==> config.mk <==
export PLATFORM = sky130hd
export DESIGN_NAME = yawn_episode_detector
export DESIGN_NICKNAME = d
export VERILOG_FILES = /design/src/hdl/yed_pkg.sv /design/src/hdl/yed_cfg.sv /design/src/hdl/yed_tracker.sv /design/src/hdl/yawn_episode_detector.sv
export SDC_FILE = /design/constraint.sdc
export NUM_CORES = 1
export LEC_CHECK = 0
export ABC_AREA = 0
export BUFFER_PORTS_ARGS = -buffer_cell sky130_fd_sc_hd__buf_4
export CAP_MARGIN = 5
export CORE_ASPECT_RATIO = 0.6
export CORE_MARGIN = 1
export CORE_UTILIZATION = 55
export CTS_CLUSTER_DIAMETER = 150
export DETAILED_ROUTE_END_ITERATION = 12
export PLACE_DENSITY = 0.73
export SKIP_LAST_GASP = 1
export SLEW_MARGIN = 40
export SYNTH_ARGS = -nofsm -noshare
export SYNTH_HDL_FRONTEND = slang
export SYNTH_SLANG_ARGS = --single-unit
==> constraint.sdc <==
create_clock -name clk -period 9.6 [get_ports clk]
set_input_delay 0.96 -clock clk [delete_from_list [all_inputs] [get_ports clk]]
set_output_delay 0.96 -clock clk [all_outputs]
set_load 0.03 [all_outputs]
==> src/hdl/yed_pkg.sv <==
// yed_pkg: shared types and constants of the yawn episode detector.
// No dependencies; imported by every module under hdl/.
`default_nettype none

package yed_pkg;

  localparam int MIN_W   = 8;   // yawn_min_seconds width
  localparam int RATE_W  = 9;   // rate_threshold width, unsigned Q1.8
  localparam int FRAC_W  = 8;   // fraction bits of rate_threshold
  localparam int TIME_W  = 32;  // timestamp width
  localparam int SHOWN_W = 16;  // width of the reported yawn count
  localparam int CFG_IDX_W  = 2;
  localparam int CFG_DATA_W = 9;

  localparam logic [MIN_W-1:0]  MIN_RESET  = 8'd2;
  localparam logic [RATE_W-1:0] RATE_RESET = 9'd51;

  // close-run counter saturates here
  localparam logic [1:0] CLOSE_RUN_MAX = 2'd3;

  typedef enum logic [CFG_IDX_W-1:0] {
    CFG_YAWN_MIN_SECONDS = 2'd0,
    CFG_RATE_THRESHOLD   = 2'd1
  } cfg_idx_t;

  typedef struct packed {
    logic [MIN_W-1:0]  yawn_min_seconds;
    logic [RATE_W-1:0] rate_threshold;
  } yed_cfg_t;

  typedef struct packed {
    logic               yawn_event;
    logic               fatigue;
    logic               window_done;
    logic [SHOWN_W-1:0] yawns_in_window;
  } yed_res_t;

endpackage

`default_nettype wire

==> src/hdl/yed_cfg.sv <==
// yed_cfg: configuration register file (yawn_min_seconds, rate_threshold).
// Depends on yed_pkg.
`default_nettype none

module yed_cfg (
  input  wire logic                             clk,
  input  wire logic                             rst_n,
  input  wire logic                             cfg_valid,
  output logic                                  cfg_ready,
  input  wire logic [yed_pkg::CFG_IDX_W-1:0]    cfg_index,
  input  wire logic [yed_pkg::CFG_DATA_W-1:0]   cfg_data,
  output yed_pkg::yed_cfg_t                     cfg_out
);
  import yed_pkg::*;

  logic [MIN_W-1:0]  min_sec_r;
  logic [RATE_W-1:0] rate_r;

  assign cfg_ready = 1'b1;

  always_ff @(posedge clk) begin
    if (!rst_n) begin
      min_sec_r <= MIN_RESET;
      rate_r    <= RATE_RESET;
    end else if (cfg_valid && cfg_ready) begin
      unique case (cfg_idx_t'(cfg_index))
        CFG_YAWN_MIN_SECONDS: min_sec_r <= cfg_data[MIN_W-1:0];
        CFG_RATE_THRESHOLD:   rate_r    <= cfg_data[RATE_W-1:0];
        default: ;  // unknown index: ignored
      endcase
    end
  end

  assign cfg_out.yawn_min_seconds = min_sec_r;
  assign cfg_out.rate_threshold   = rate_r;

endmodule

`default_nettype wire

==> src/hdl/yed_tracker.sv <==
// yed_tracker: open-run tracker, window counters and fatigue compare.
// One frame per fire; result is combinational from the input register.
// Depends on yed_pkg.
`default_nettype none

module yed_tracker #(
  parameter int COUNT_BITS       = 16,
  parameter int END_CLOSE_FRAMES = 3
) (
  input  wire logic                          clk,
  input  wire logic                          rst_n,
  input  wire logic                          fire,
  input  wire logic                          mouth_open,
  input  wire logic [yed_pkg::TIME_W-1:0]    now_seconds,
  input  wire logic                          window_end,
  input  wire yed_pkg::yed_cfg_t             cfg,
  output yed_pkg::yed_res_t                  res
);
  import yed_pkg::*;

  localparam int CW = COUNT_BITS;
  localparam int PW = CW + RATE_W;  // compare width, covers CW+FRAC_W too
  localparam logic [1:0]    END_CNT = 2'(END_CLOSE_FRAMES);
  localparam logic [CW-1:0] CNT_MAX = '1;

  logic             last_open_r, last_open_nxt;
  logic [1:0]       close_run_r, close_run_nxt;
  logic [CW-1:0]    open_run_r, open_run_nxt;
  logic [TIME_W-1:0] start_r, start_nxt;
  logic [CW-1:0]    yawn_frames_r, yawn_frames_nxt;
  logic [CW-1:0]    yawn_total_r, yawn_total_nxt;
  logic [CW-1:0]    win_frames_r, win_frames_nxt;

  logic [CW-1:0]    wf_inc;
  logic [1:0]       cr_inc;
  logic [TIME_W-1:0] dur;
  logic [CW:0]      yf_sum;
  logic [PW-1:0]    lhs, rhs;
  logic             yawn;
  logic             fatigue;
  logic [CW-1:0]    shown_cnt;
  logic [SHOWN_W-1:0] shown;

  always_comb begin
    last_open_nxt   = last_open_r;
    close_run_nxt   = close_run_r;
    open_run_nxt    = open_run_r;
    start_nxt       = start_r;
    yawn_frames_nxt = yawn_frames_r;
    yawn_total_nxt  = yawn_total_r;
    yawn            = 1'b0;
    fatigue         = 1'b0;
    lhs             = '0;
    rhs             = '0;

    wf_inc = (win_frames_r == CNT_MAX) ? CNT_MAX : win_frames_r + 1'b1;
    cr_inc = (close_run_r == CLOSE_RUN_MAX) ? close_run_r : close_run_r + 2'd1;
    dur    = now_seconds - start_r;  // wraps mod 2^32
    yf_sum = {1'b0, yawn_frames_r} + {1'b0, open_run_r};

    if (last_open_r != mouth_open) begin
      if (mouth_open) begin
        if (close_run_r == 2'd0) begin
          start_nxt    = now_seconds;
          open_run_nxt = (open_run_r == CNT_MAX) ? CNT_MAX : open_run_r + 1'b1;
        end else begin
          close_run_nxt = 2'd0;  // brief close forgiven, frame not counted
        end
      end else begin
        close_run_nxt = cr_inc;
      end
      last_open_nxt = mouth_open;
    end else if (mouth_open) begin
      open_run_nxt = (open_run_r == CNT_MAX) ? CNT_MAX : open_run_r + 1'b1;
    end else if (close_run_r != 2'd0) begin
      close_run_nxt = cr_inc;
      if (cr_inc >= END_CNT) begin
        if (dur > TIME_W'(cfg.yawn_min_seconds)) begin
          yawn_frames_nxt = yf_sum[CW] ? CNT_MAX : yf_sum[CW-1:0];
          yawn_total_nxt  = (yawn_total_r == CNT_MAX) ? CNT_MAX : yawn_total_r + 1'b1;
          yawn            = 1'b1;
        end
        open_run_nxt  = '0;
        close_run_nxt = 2'd0;
      end
    end

    shown_cnt      = yawn_total_nxt;
    win_frames_nxt = wf_inc;

    if (window_end) begin
      lhs = PW'({yawn_frames_nxt, {FRAC_W{1'b0}}});
      rhs = PW'(cfg.rate_threshold) * PW'(wf_inc);
      fatigue         = (wf_inc != '0) && (lhs > rhs);
      win_frames_nxt  = '0;
      yawn_frames_nxt = '0;
      yawn_total_nxt  = '0;
    end
  end

  generate
    if (CW >= SHOWN_W) begin : g_shown_trunc
      assign shown = shown_cnt[SHOWN_W-1:0];
    end else begin : g_shown_ext
      assign shown = {{(SHOWN_W-CW){1'b0}}, shown_cnt};
    end
  endgenerate

  always_ff @(posedge clk) begin
    if (!rst_n) begin
      last_open_r   <= 1'b0;
      close_run_r   <= 2'd0;
      open_run_r    <= '0;
      start_r       <= '0;
      yawn_frames_r <= '0;
      yawn_total_r  <= '0;
      win_frames_r  <= '0;
    end else if (fire) begin
      last_open_r   <= last_open_nxt;
      close_run_r   <= close_run_nxt;
      open_run_r    <= open_run_nxt;
      start_r       <= start_nxt;
      yawn_frames_r <= yawn_frames_nxt;
      yawn_total_r  <= yawn_total_nxt;
      win_frames_r  <= win_frames_nxt;
    end
  end

  assign res.yawn_event      = yawn;
  assign res.fatigue         = fatigue;
  assign res.window_done     = window_end;
  assign res.yawns_in_window = shown;

`ifndef SYNTHESIS
  // a run always ends before the close counter reaches the end count
  a_close_below_end: assert property (@(posedge clk) disable iff (!rst_n)
    close_run_r < END_CNT)
    else $error("close_run reached end count without ending the run");

  a_yawn_clears_run: assert property (@(posedge clk) disable iff (!rst_n)
    fire && yawn |=> open_run_r == '0 && close_run_r == 2'd0)
    else $error("run tracker not cleared after a yawn");

  a_window_clear: assert property (@(posedge clk) disable iff (!rst_n)
    fire && window_end |=> win_frames_r == '0 && yawn_frames_r == '0
                           && yawn_total_r == '0)
    else $error("window counters not cleared at window end");

  a_frame_counted: assert property (@(posedge clk) disable iff (!rst_n)
    fire && !window_end |=> win_frames_r != '0)
    else $error("frame not counted in window");

  a_fatigue_at_end: assert property (@(posedge clk) disable iff (!rst_n)
    fatigue |-> window_end)
    else $error("fatigue raised outside window end");
`endif

endmodule

`default_nettype wire

==> src/hdl/yawn_episode_detector.sv <==
// yawn_episode_detector: top level; input register, tracker, result register.
// Depends on yed_pkg, yed_cfg, yed_tracker.
//
//   channel | direction | handshake            | beat carries
//   in_     | in        | in_valid / in_stall   | mouth_open, now_seconds, window_end
//   out_    | out       | out_valid / out_stall | yawn_event, fatigue, window_done,
//           |           |                       |   yawns_in_window
//   cfg_    | in        | cfg_valid / cfg_ready | cfg_index, cfg_data
//
// One result beat per input beat; a beat passes the input register, the tracker update
// and the result register, and an output stall can hold it in the input register. A new
// beat is accepted every cycle while the output is not stalled; the tracker sets that rate.
// Synchronous active-low reset clears all counters and both valid flags.
// Output stall holds the result register and back-pressures the input register.
`default_nettype none

module yawn_episode_detector #(
  parameter int COUNT_BITS       = 16,
  parameter int END_CLOSE_FRAMES = 3
) (
  input  wire logic                            clk,
  input  wire logic                            rst_n,
  input  wire logic                            in_valid,
  output logic                                 in_stall,
  input  wire logic                            in_mouth_open,
  input  wire logic [yed_pkg::TIME_W-1:0]      in_now_seconds,
  input  wire logic                            in_window_end,
  output logic                                 out_valid,
  input  wire logic                            out_stall,
  output logic                                 out_yawn_event,
  output logic                                 out_fatigue,
  output logic                                 out_window_done,
  output logic [yed_pkg::SHOWN_W-1:0]          out_yawns_in_window,
  input  wire logic                            cfg_valid,
  output logic                                 cfg_ready,
  input  wire logic [yed_pkg::CFG_IDX_W-1:0]   cfg_index,
  input  wire logic [yed_pkg::CFG_DATA_W-1:0]  cfg_data
);
  import yed_pkg::*;

  yed_cfg_t cfg;
  yed_res_t res;
  yed_res_t res_r;

  logic              in_valid_r, in_valid_nxt;
  logic              out_valid_r, out_valid_nxt;
  logic              open_r;
  logic [TIME_W-1:0] now_r;
  logic              wend_r;
  logic              advance;
  logic              fire;
  logic              take;

  assign advance  = !out_valid_r || !out_stall;
  assign fire     = in_valid_r && advance;
  assign in_stall = in_valid_r && !advance;
  assign take     = in_valid && !in_stall;

  always_comb begin
    in_valid_nxt  = in_stall ? in_valid_r : in_valid;
    out_valid_nxt = advance ? in_valid_r : out_valid_r;
  end

  always_ff @(posedge clk) begin
    if (!rst_n) begin
      in_valid_r  <= 1'b0;
      out_valid_r <= 1'b0;
    end else begin
      in_valid_r  <= in_valid_nxt;
      out_valid_r <= out_valid_nxt;
    end
  end

  always_ff @(posedge clk) begin
    if (take) begin
      open_r <= in_mouth_open;
      now_r  <= in_now_seconds;
      wend_r <= in_window_end;
    end
    if (fire) begin
      res_r <= res;
    end
  end

  yed_cfg u_cfg (
    .clk       (clk),
    .rst_n     (rst_n),
    .cfg_valid (cfg_valid),
    .cfg_ready (cfg_ready),
    .cfg_index (cfg_index),
    .cfg_data  (cfg_data),
    .cfg_out   (cfg)
  );

  yed_tracker #(
    .COUNT_BITS       (COUNT_BITS),
    .END_CLOSE_FRAMES (END_CLOSE_FRAMES)
  ) u_tracker (
    .clk         (clk),
    .rst_n       (rst_n),
    .fire        (fire),
    .mouth_open  (open_r),
    .now_seconds (now_r),
    .window_end  (wend_r),
    .cfg         (cfg),
    .res         (res)
  );

  assign out_valid           = out_valid_r;
  assign out_yawn_event      = res_r.yawn_event;
  assign out_fatigue         = res_r.fatigue;
  assign out_window_done     = res_r.window_done;
  assign out_yawns_in_window = res_r.yawns_in_window;

endmodule

`default_nettype wire
=== Word level (Yosys, flattened, before mapping) ===
Cells that the tools add are included.

* Logic and storage cells: 94
* Bits of input ports: 50
* Output and inout bits: 22
* Register bits after elaboration: 171

* Bitwise logic cells: 2
* $add $sub $neg: 6
* Eq/ne operators: 10
* Magnitude comparators: 3
* $mul: 1
* Muxes and demuxes: 31
* Reduce and logical (&&, ||, !) cells: 23

{| class="wikitable"
|+ Operator list
! operator !! number
|-
| $mux 16 || 23
|-
| $add 16x1->16 const B || 3
|-
| $eq 16x16->1 const B || 3
|-
| $gt 32x8->1 || 1
|-
| $sub 32x32->32 || 1
|-
| $gt 24x25->1 || 1
|-
| $mul 9x16->25 || 1
|-
| $add 16x16->17 || 1
|-
| $reduce_bool 16->1 || 1
|-
| $mux 2 || 7
|-
| $reduce_and 4->1 || 2
|-
| $reduce_bool 2->1 || 4
|-
| $ne 2x2->1 const B || 3
|-
| $reduce_and 2->1 || 3
|-
| $reduce_and 5->1 || 1
|-
| $logic_and 1x1->1 || 4
|-
| $logic_not 1->1 || 4
|-
| $logic_not 2->1 || 2
|-
| $reduce_or 4->1 || 1
|-
| $add 2x1->2 const B || 1
|-
| $eq 2x1->1 const B || 1
|-
| $eq 2x2->1 const B || 1
|-
| $ge 2x2->1 const B || 1
|-
| $ne 2x1->1 const B || 1
|-
| 4 further kinds || 5
|}

=== Depth between registers and ports, before layout ===
* Word-level depth: 9
* Mapped depth: 37

=== Cells and area by module ===
A second synthesis with hierarchy kept.

* Cell total of the unflattened synthesis: 1783
* Area total of the unflattened synthesis: 15288.4 sq um

{| class="wikitable"
|+ Modules (own cells, without submodules)
! module !! instances !! area each (sq um) !! cells each !! seq. area each (sq um)
|-
| yed_tracker || 1 || 12912.4 || 1650 || 1981.9
|-
| yawn_episode_detector || 1 || 1675.4 || 61 || 1631.6
|-
| yed_cfg || 1 || 700.7 || 72 || 340.3
|}

=== Worst setup path after synthesis ===
Ideal clock, no wire load.

* Kind: register -> register
* Start point: register u_tracker.win_frames_r[0]
* End point: register res_r, in the netlist out_fatigue (data pin)
* Path buffers: 2
* Data arrival time: 6.935 ns
* Slack: 2.406 ns
* Clock period less this slack: 7.194 ns
* Cell stages (with the launch flop): 34
* Library setup time: 0.259 ns
* Path through: dfxtp_1 ha_1 and3_1 and3_1 and3_1 clkbuf_1 nand3_1 clkbuf_1 o21ai_1 nand2_1 fa_1 inv_1 fa_1 ha_1 inv_1 fa_1 inv_1 ha_1 a21o_1 a21oi_1 nand2b_1 a21oi_1 nor4_1 o31ai_1 o41ai_1 o31ai_1 o41ai_1 xor2_1 ha_1 o21a_1 o21ai_0 a31oi_1 o211ai_1 a21oi_1

* Longest elaborated chain between the ends: 5

{| class="wikitable"
|+ Ends and longest elaborated chain
! element !! line !! source
|-
| start, declared || yed_tracker.sv:32 || <nowiki>logic [CW-1:0] win_frames_r, win_frames_nxt;</nowiki>
|-
| start signal, assigned || yed_tracker.sv:125 || <nowiki>win_frames_r <= win_frames_nxt;</nowiki>
|-
| $add 16x1->16 or $eq 16x16->1 (tied branches) || yed_tracker.sv:56 || <nowiki>wf_inc = (win_frames_r == CNT_MAX) ? CNT_MAX : win_frames_r + 1'b1;</nowiki>
|-
| $mux 16 (*) || yed_tracker.sv:56 ||
|-
| $mul 9x16->25 || yed_tracker.sv:93 || <nowiki>rhs = PW'(cfg.rate_threshold) * PW'(wf_inc);</nowiki>
|-
| $gt 24x25->1 || yed_tracker.sv:94 || <nowiki>fatigue = (wf_inc != '0) && (lhs > rhs);</nowiki>
|-
| $logic_and 1x1->1 (*) || yed_tracker.sv:94 ||
|-
| end signal, assigned || yawn_episode_detector.sv:81 || <nowiki>res_r <= res;</nowiki>
|-
| end, declared || yawn_episode_detector.sv:43 || <nowiki>yed_res_t res_r;</nowiki>
|}

Every way passes the cells marked *; elsewhere a longest branch is shown, timed or not.
A chain may end at the register's enable or synchronous reset.

=== Worst setup path after layout ===
Same ends and word-level chain as after synthesis.

==> impl_metrics.py <==
metrics = {
    "critical_path": {
        "critPathRequiredTime_ps": 9920,
        "worstPathArrival_ps": 8650,
        "r2r.worst_path.cells": 31,
        "crit_fanout": 13,
        "cp-end-kind": "flip-flop",
        "regToRegEndpoint": "out_fatigue",
        "cpMaxStageDelayCell": "fa_1",
        "r2r-start": "u_tracker.win_frames_r[0]",
        "crit_type": "reg -> reg",
        "cp-start-kind": "flip-flop",
        "reg2reg_slack_ps": 1270,
        "slowest_delay_ps": 590,
        "cp_common_cell": "ha_1",
    },
    "routing": {
        "vias_per_cell": 5.98,
        "ant_nets": 0,
        "drc": 0,
        "dr.first_iter.drc_count": 1250,
        "routedWlPerCell_um": 18.2,
        "vias": 13300,
        "drtPass1Iterations": 5,
        "wl_um": 40500,
    },
    "die": {
        "die_w_um": 217,
        "core_um2": 26800,
        "dieHeight_um": 131,
        "dieArea_um2": 28400,
        "fp-row-count": 46,
        "io_pins": 72,
        "start_util": 0.569,
    },
    "clock_tree": {
        "numCtsBuffers": 17,
        "cts_tree": "yes",
        "clk_path_buf_depth": 2,
        "h-tree-depth": 4,
        "ctsHoldBuffers": 0,
        "clk_latency_ps": 470,
        "clock_sinks": 171,
        "cts_resized": 0,
        "clk_pin_slew_worst_paths_ps": 80,
        "root_buffer": "clkbuf_16",
        "post_cts_buffers": 0,
    },
    "timing": {
        "holdWs_ps": 457,
        "final.min_clock_period_ps": 8330,
        "finalMaxSlewViolations": 0,
        "finClkSkew_ps": 15.9,
        "setup_slack_ps": 1270,
        "period_share": 0.867,
        "totalNegativeSetupSlack_ps": 0,
        "rsz0062_at_grt": "false",
        "hold_violations": 0,
        "worst_pin_slew_ps": 882,
        "final-setup-viol-count": 0,
        "fmax_mhz": 120,
        "max_slew_margin": 0.411,
    },
    "global_routing": {
        "grt_max_degree": 72,
        "grt_usage": 0.292,
        "overflow": 0,
        "grt_pass1_vias": 12300,
        "grt_pass1_wl_um": 64900,
        "grt_antenna_before_repair": 1,
    },
    "place": {
        "gp_congestion": 0.981,
        "pre_cts_ws_ps": 1420,
        "hpwlAfterDp_um": 30200,
        "port-buffer-count": 70,
    },
    "power": {
        "seqPwrFrac": 0.450,
        "switching_share": 0.308,
        "p_int_mw": 1.21,
        "clockPowerShare": 0.410,
        "p_sw_mw": 0.538,
        "p_leak_nw": 7.25,
        "finalPower_mw": 1.75,
        "pwr_density_cell_nw_per_um2": 105,
        "p_comb_frac": 0.140,
        "max-vdd-ir-drop_mv": 0.129,
    },
    "cells_and_area": {
        "nFillCells": 2336,
        "final_common_cell": "nand2_1",
        "area_growth_pct": 9.04,
        "layout_common_cells": "264 x nand2_1, 194 x inv_1, 140 x a21oi_1",
        "drive_gt1_frac": 0.0919,
        "antenna_cells": 0,
        "nets": 2121,
    },
    "synthesis": {
        "synth.yosys.seq_area_share": 0.259,
        "synth-edff-count": 53,
        "syn_inst": 1829,
        "synthArstFlopShare": 0,
        "syn_avg_cell_area_um2": 8.35,
        "synth_cell_types": 77,
        "yosys_warnings": 0,
        "synthFlopType": "dfxtp_1",
        "synth_area_um2": 15300,
        "synth_seq_cells": 171,
        "syn_nets": 2102,
    },
    "hold_path": {
        "min-delay-start": "u_tracker.start_r[14]",
        "whs_path_depth": 2,
        "worstHoldPathType": "reg -> reg",
        "min_to": "u_tracker.start_r[14]",
    },
    "run": {
        "drv_cap": 0,
    },
    "run_status": {
        "status": "completed",
    },
}
layout make-up:
cell class | instances | area, µm² | share of cell area
multi-input cells | 1375 | 10200 | 0.615
clock inverters | 15 | 171 | 0.0103
flip-flops and latches | 171 | 3950 | 0.238
well taps | 360 | 450 | 0.0271
repair buffers | 87 | 673 | 0.0404
inverters | 196 | 736 | 0.0442
clock buffers | 17 | 425 | 0.0256
metal layers:
layer  part of all wire  global-route usage  wire [µm]  vias to the layer above
met5            0.00020                   0          8                        -
li1                   -                   -          -                     6356
met2               0.40               0.398      16100                      535
met4              0.012              0.0630        487                        2
met3              0.096              0.0856       3900                       39
met1               0.49               0.446      20000                     6356
cells in the mapped netlist, types with 5 or more instances:
cell type / count / area [µm²]
ha_1: 122 / 1530
buf_2: 7 / 35.0
and2_1: 93 / 582
a211o_1: 6 / 52.6
edfxtp_1: 53 / 1590
nand2_1: 264 / 991
nor2b_1: 14 / 87.6
or2_2: 6 / 37.5
dfxtp_1: 118 / 2360
a21o_1: 23 / 173
a41oi_1: 11 / 96.3
mux2i_1: 5 / 50.1
o31ai_1: 6 / 45.0
nor3_1: 31 / 155
o21a_1: 12 / 90.1
a21oi_1: 140 / 701
mux2_2: 11 / 124
a211oi_1: 17 / 128
o21ai_0: 51 / 255
a31oi_1: 26 / 163
a22oi_1: 17 / 128
xor2_1: 23 / 201
or3_1: 10 / 62.6
o221a_2: 8 / 90.1
buf_1: 7 / 26.3
a2111oi_0: 5 / 43.8
inv_1: 195 / 732
nor4_1: 11 / 68.8
nand4_1: 37 / 231
and3_1: 36 / 225
xnor2_1: 28 / 245
nor2_1: 96 / 360
clkbuf_1: 67 / 251
fa_1: 101 / 2020
mux2_4: 10 / 150
nand2b_1: 15 / 93.8
a311oi_1: 5 / 43.8
nand3_1: 50 / 250
o211ai_1: 27 / 203
kinds of logic (layout without fill, tap and decap cells):
family                   count (synthesis)  after routing  share of synthesized area
AO/OA/AOI/OAI                          391            391                      0.167
XOR/XNOR                                51             51                     0.0293
adder cells (fa/ha/maj)                223            223                      0.232
buffers and inverters                  283            315                     0.0725
flip-flops                             171            171                      0.259
multiplexers                            27             27                     0.0220
other                                    1              1                   0.000246
AND/OR/NAND/NOR                        682            682                      0.218
per-stage QoR:
step                utilization  instances  area [µm²]
CTS                       0.620       2220       16600
global route              0.621       2221       16600
finish                    0.621       2221       16600
floorplan                     -       1829       15300
detailed placement        0.597       2188       16000
global placement          0.597       2187       16000
power by group through the flow:
stage / clock network [mW] / logic [mW] / registers, mW
finish: 0.715 / 0.245 / 0.785
global route: 0.751 / 0.266 / 0.788
CTS: 0.724 / 0.238 / 0.785
detailed placement: 0 / 0.236 / 0.801
global placement: 0 / 0.230 / 0.801
floorplan: 0 / 0.157 / 0.798
sequential cells by signal (all words and copies together) (netlist names), 2 cells and up:
register / flops
u_tracker.yawn_frames_r: 16
u_cfg.min_sec_r: 8
u_tracker.start_r: 32
u_tracker.open_run_r: 16
now_r: 32
u_tracker.win_frames_r: 16
u_cfg.rate_r: 9
u_tracker.close_run_r: 2
out_yawns_in_window: 16
u_tracker.yawn_total_r: 16
worst max-delay path, delay by kind of cell (launching register included):
kind                     cells  cell delay, ps
AO/OA/AOI/OAI               13            2930
adder cells (fa/ha/maj)      7            2750
AND/OR/NAND/NOR              7            1820
flip-flops                   1             420
buffers and inverters        3             170
XOR/XNOR                     1             120
worst max-delay path by stage:
stage / from / endpoint / cells after the start
5_1_grt: u_tracker.win_frames_r[0] / out_fatigue / 31
3_5_place_dp: u_tracker.win_frames_r[0] / out_fatigue / 31
6_report: u_tracker.win_frames_r[0] / out_fatigue / 31
4_1_cts: u_tracker.win_frames_r[0] / out_fatigue / 31
3_3_place_gp: u_tracker.win_frames_r[0] / out_fatigue / 31
2_1_floorplan: u_tracker.win_frames_r[0] / out_fatigue / 33
Note: power is estimated with default switching activity, not from simulation.
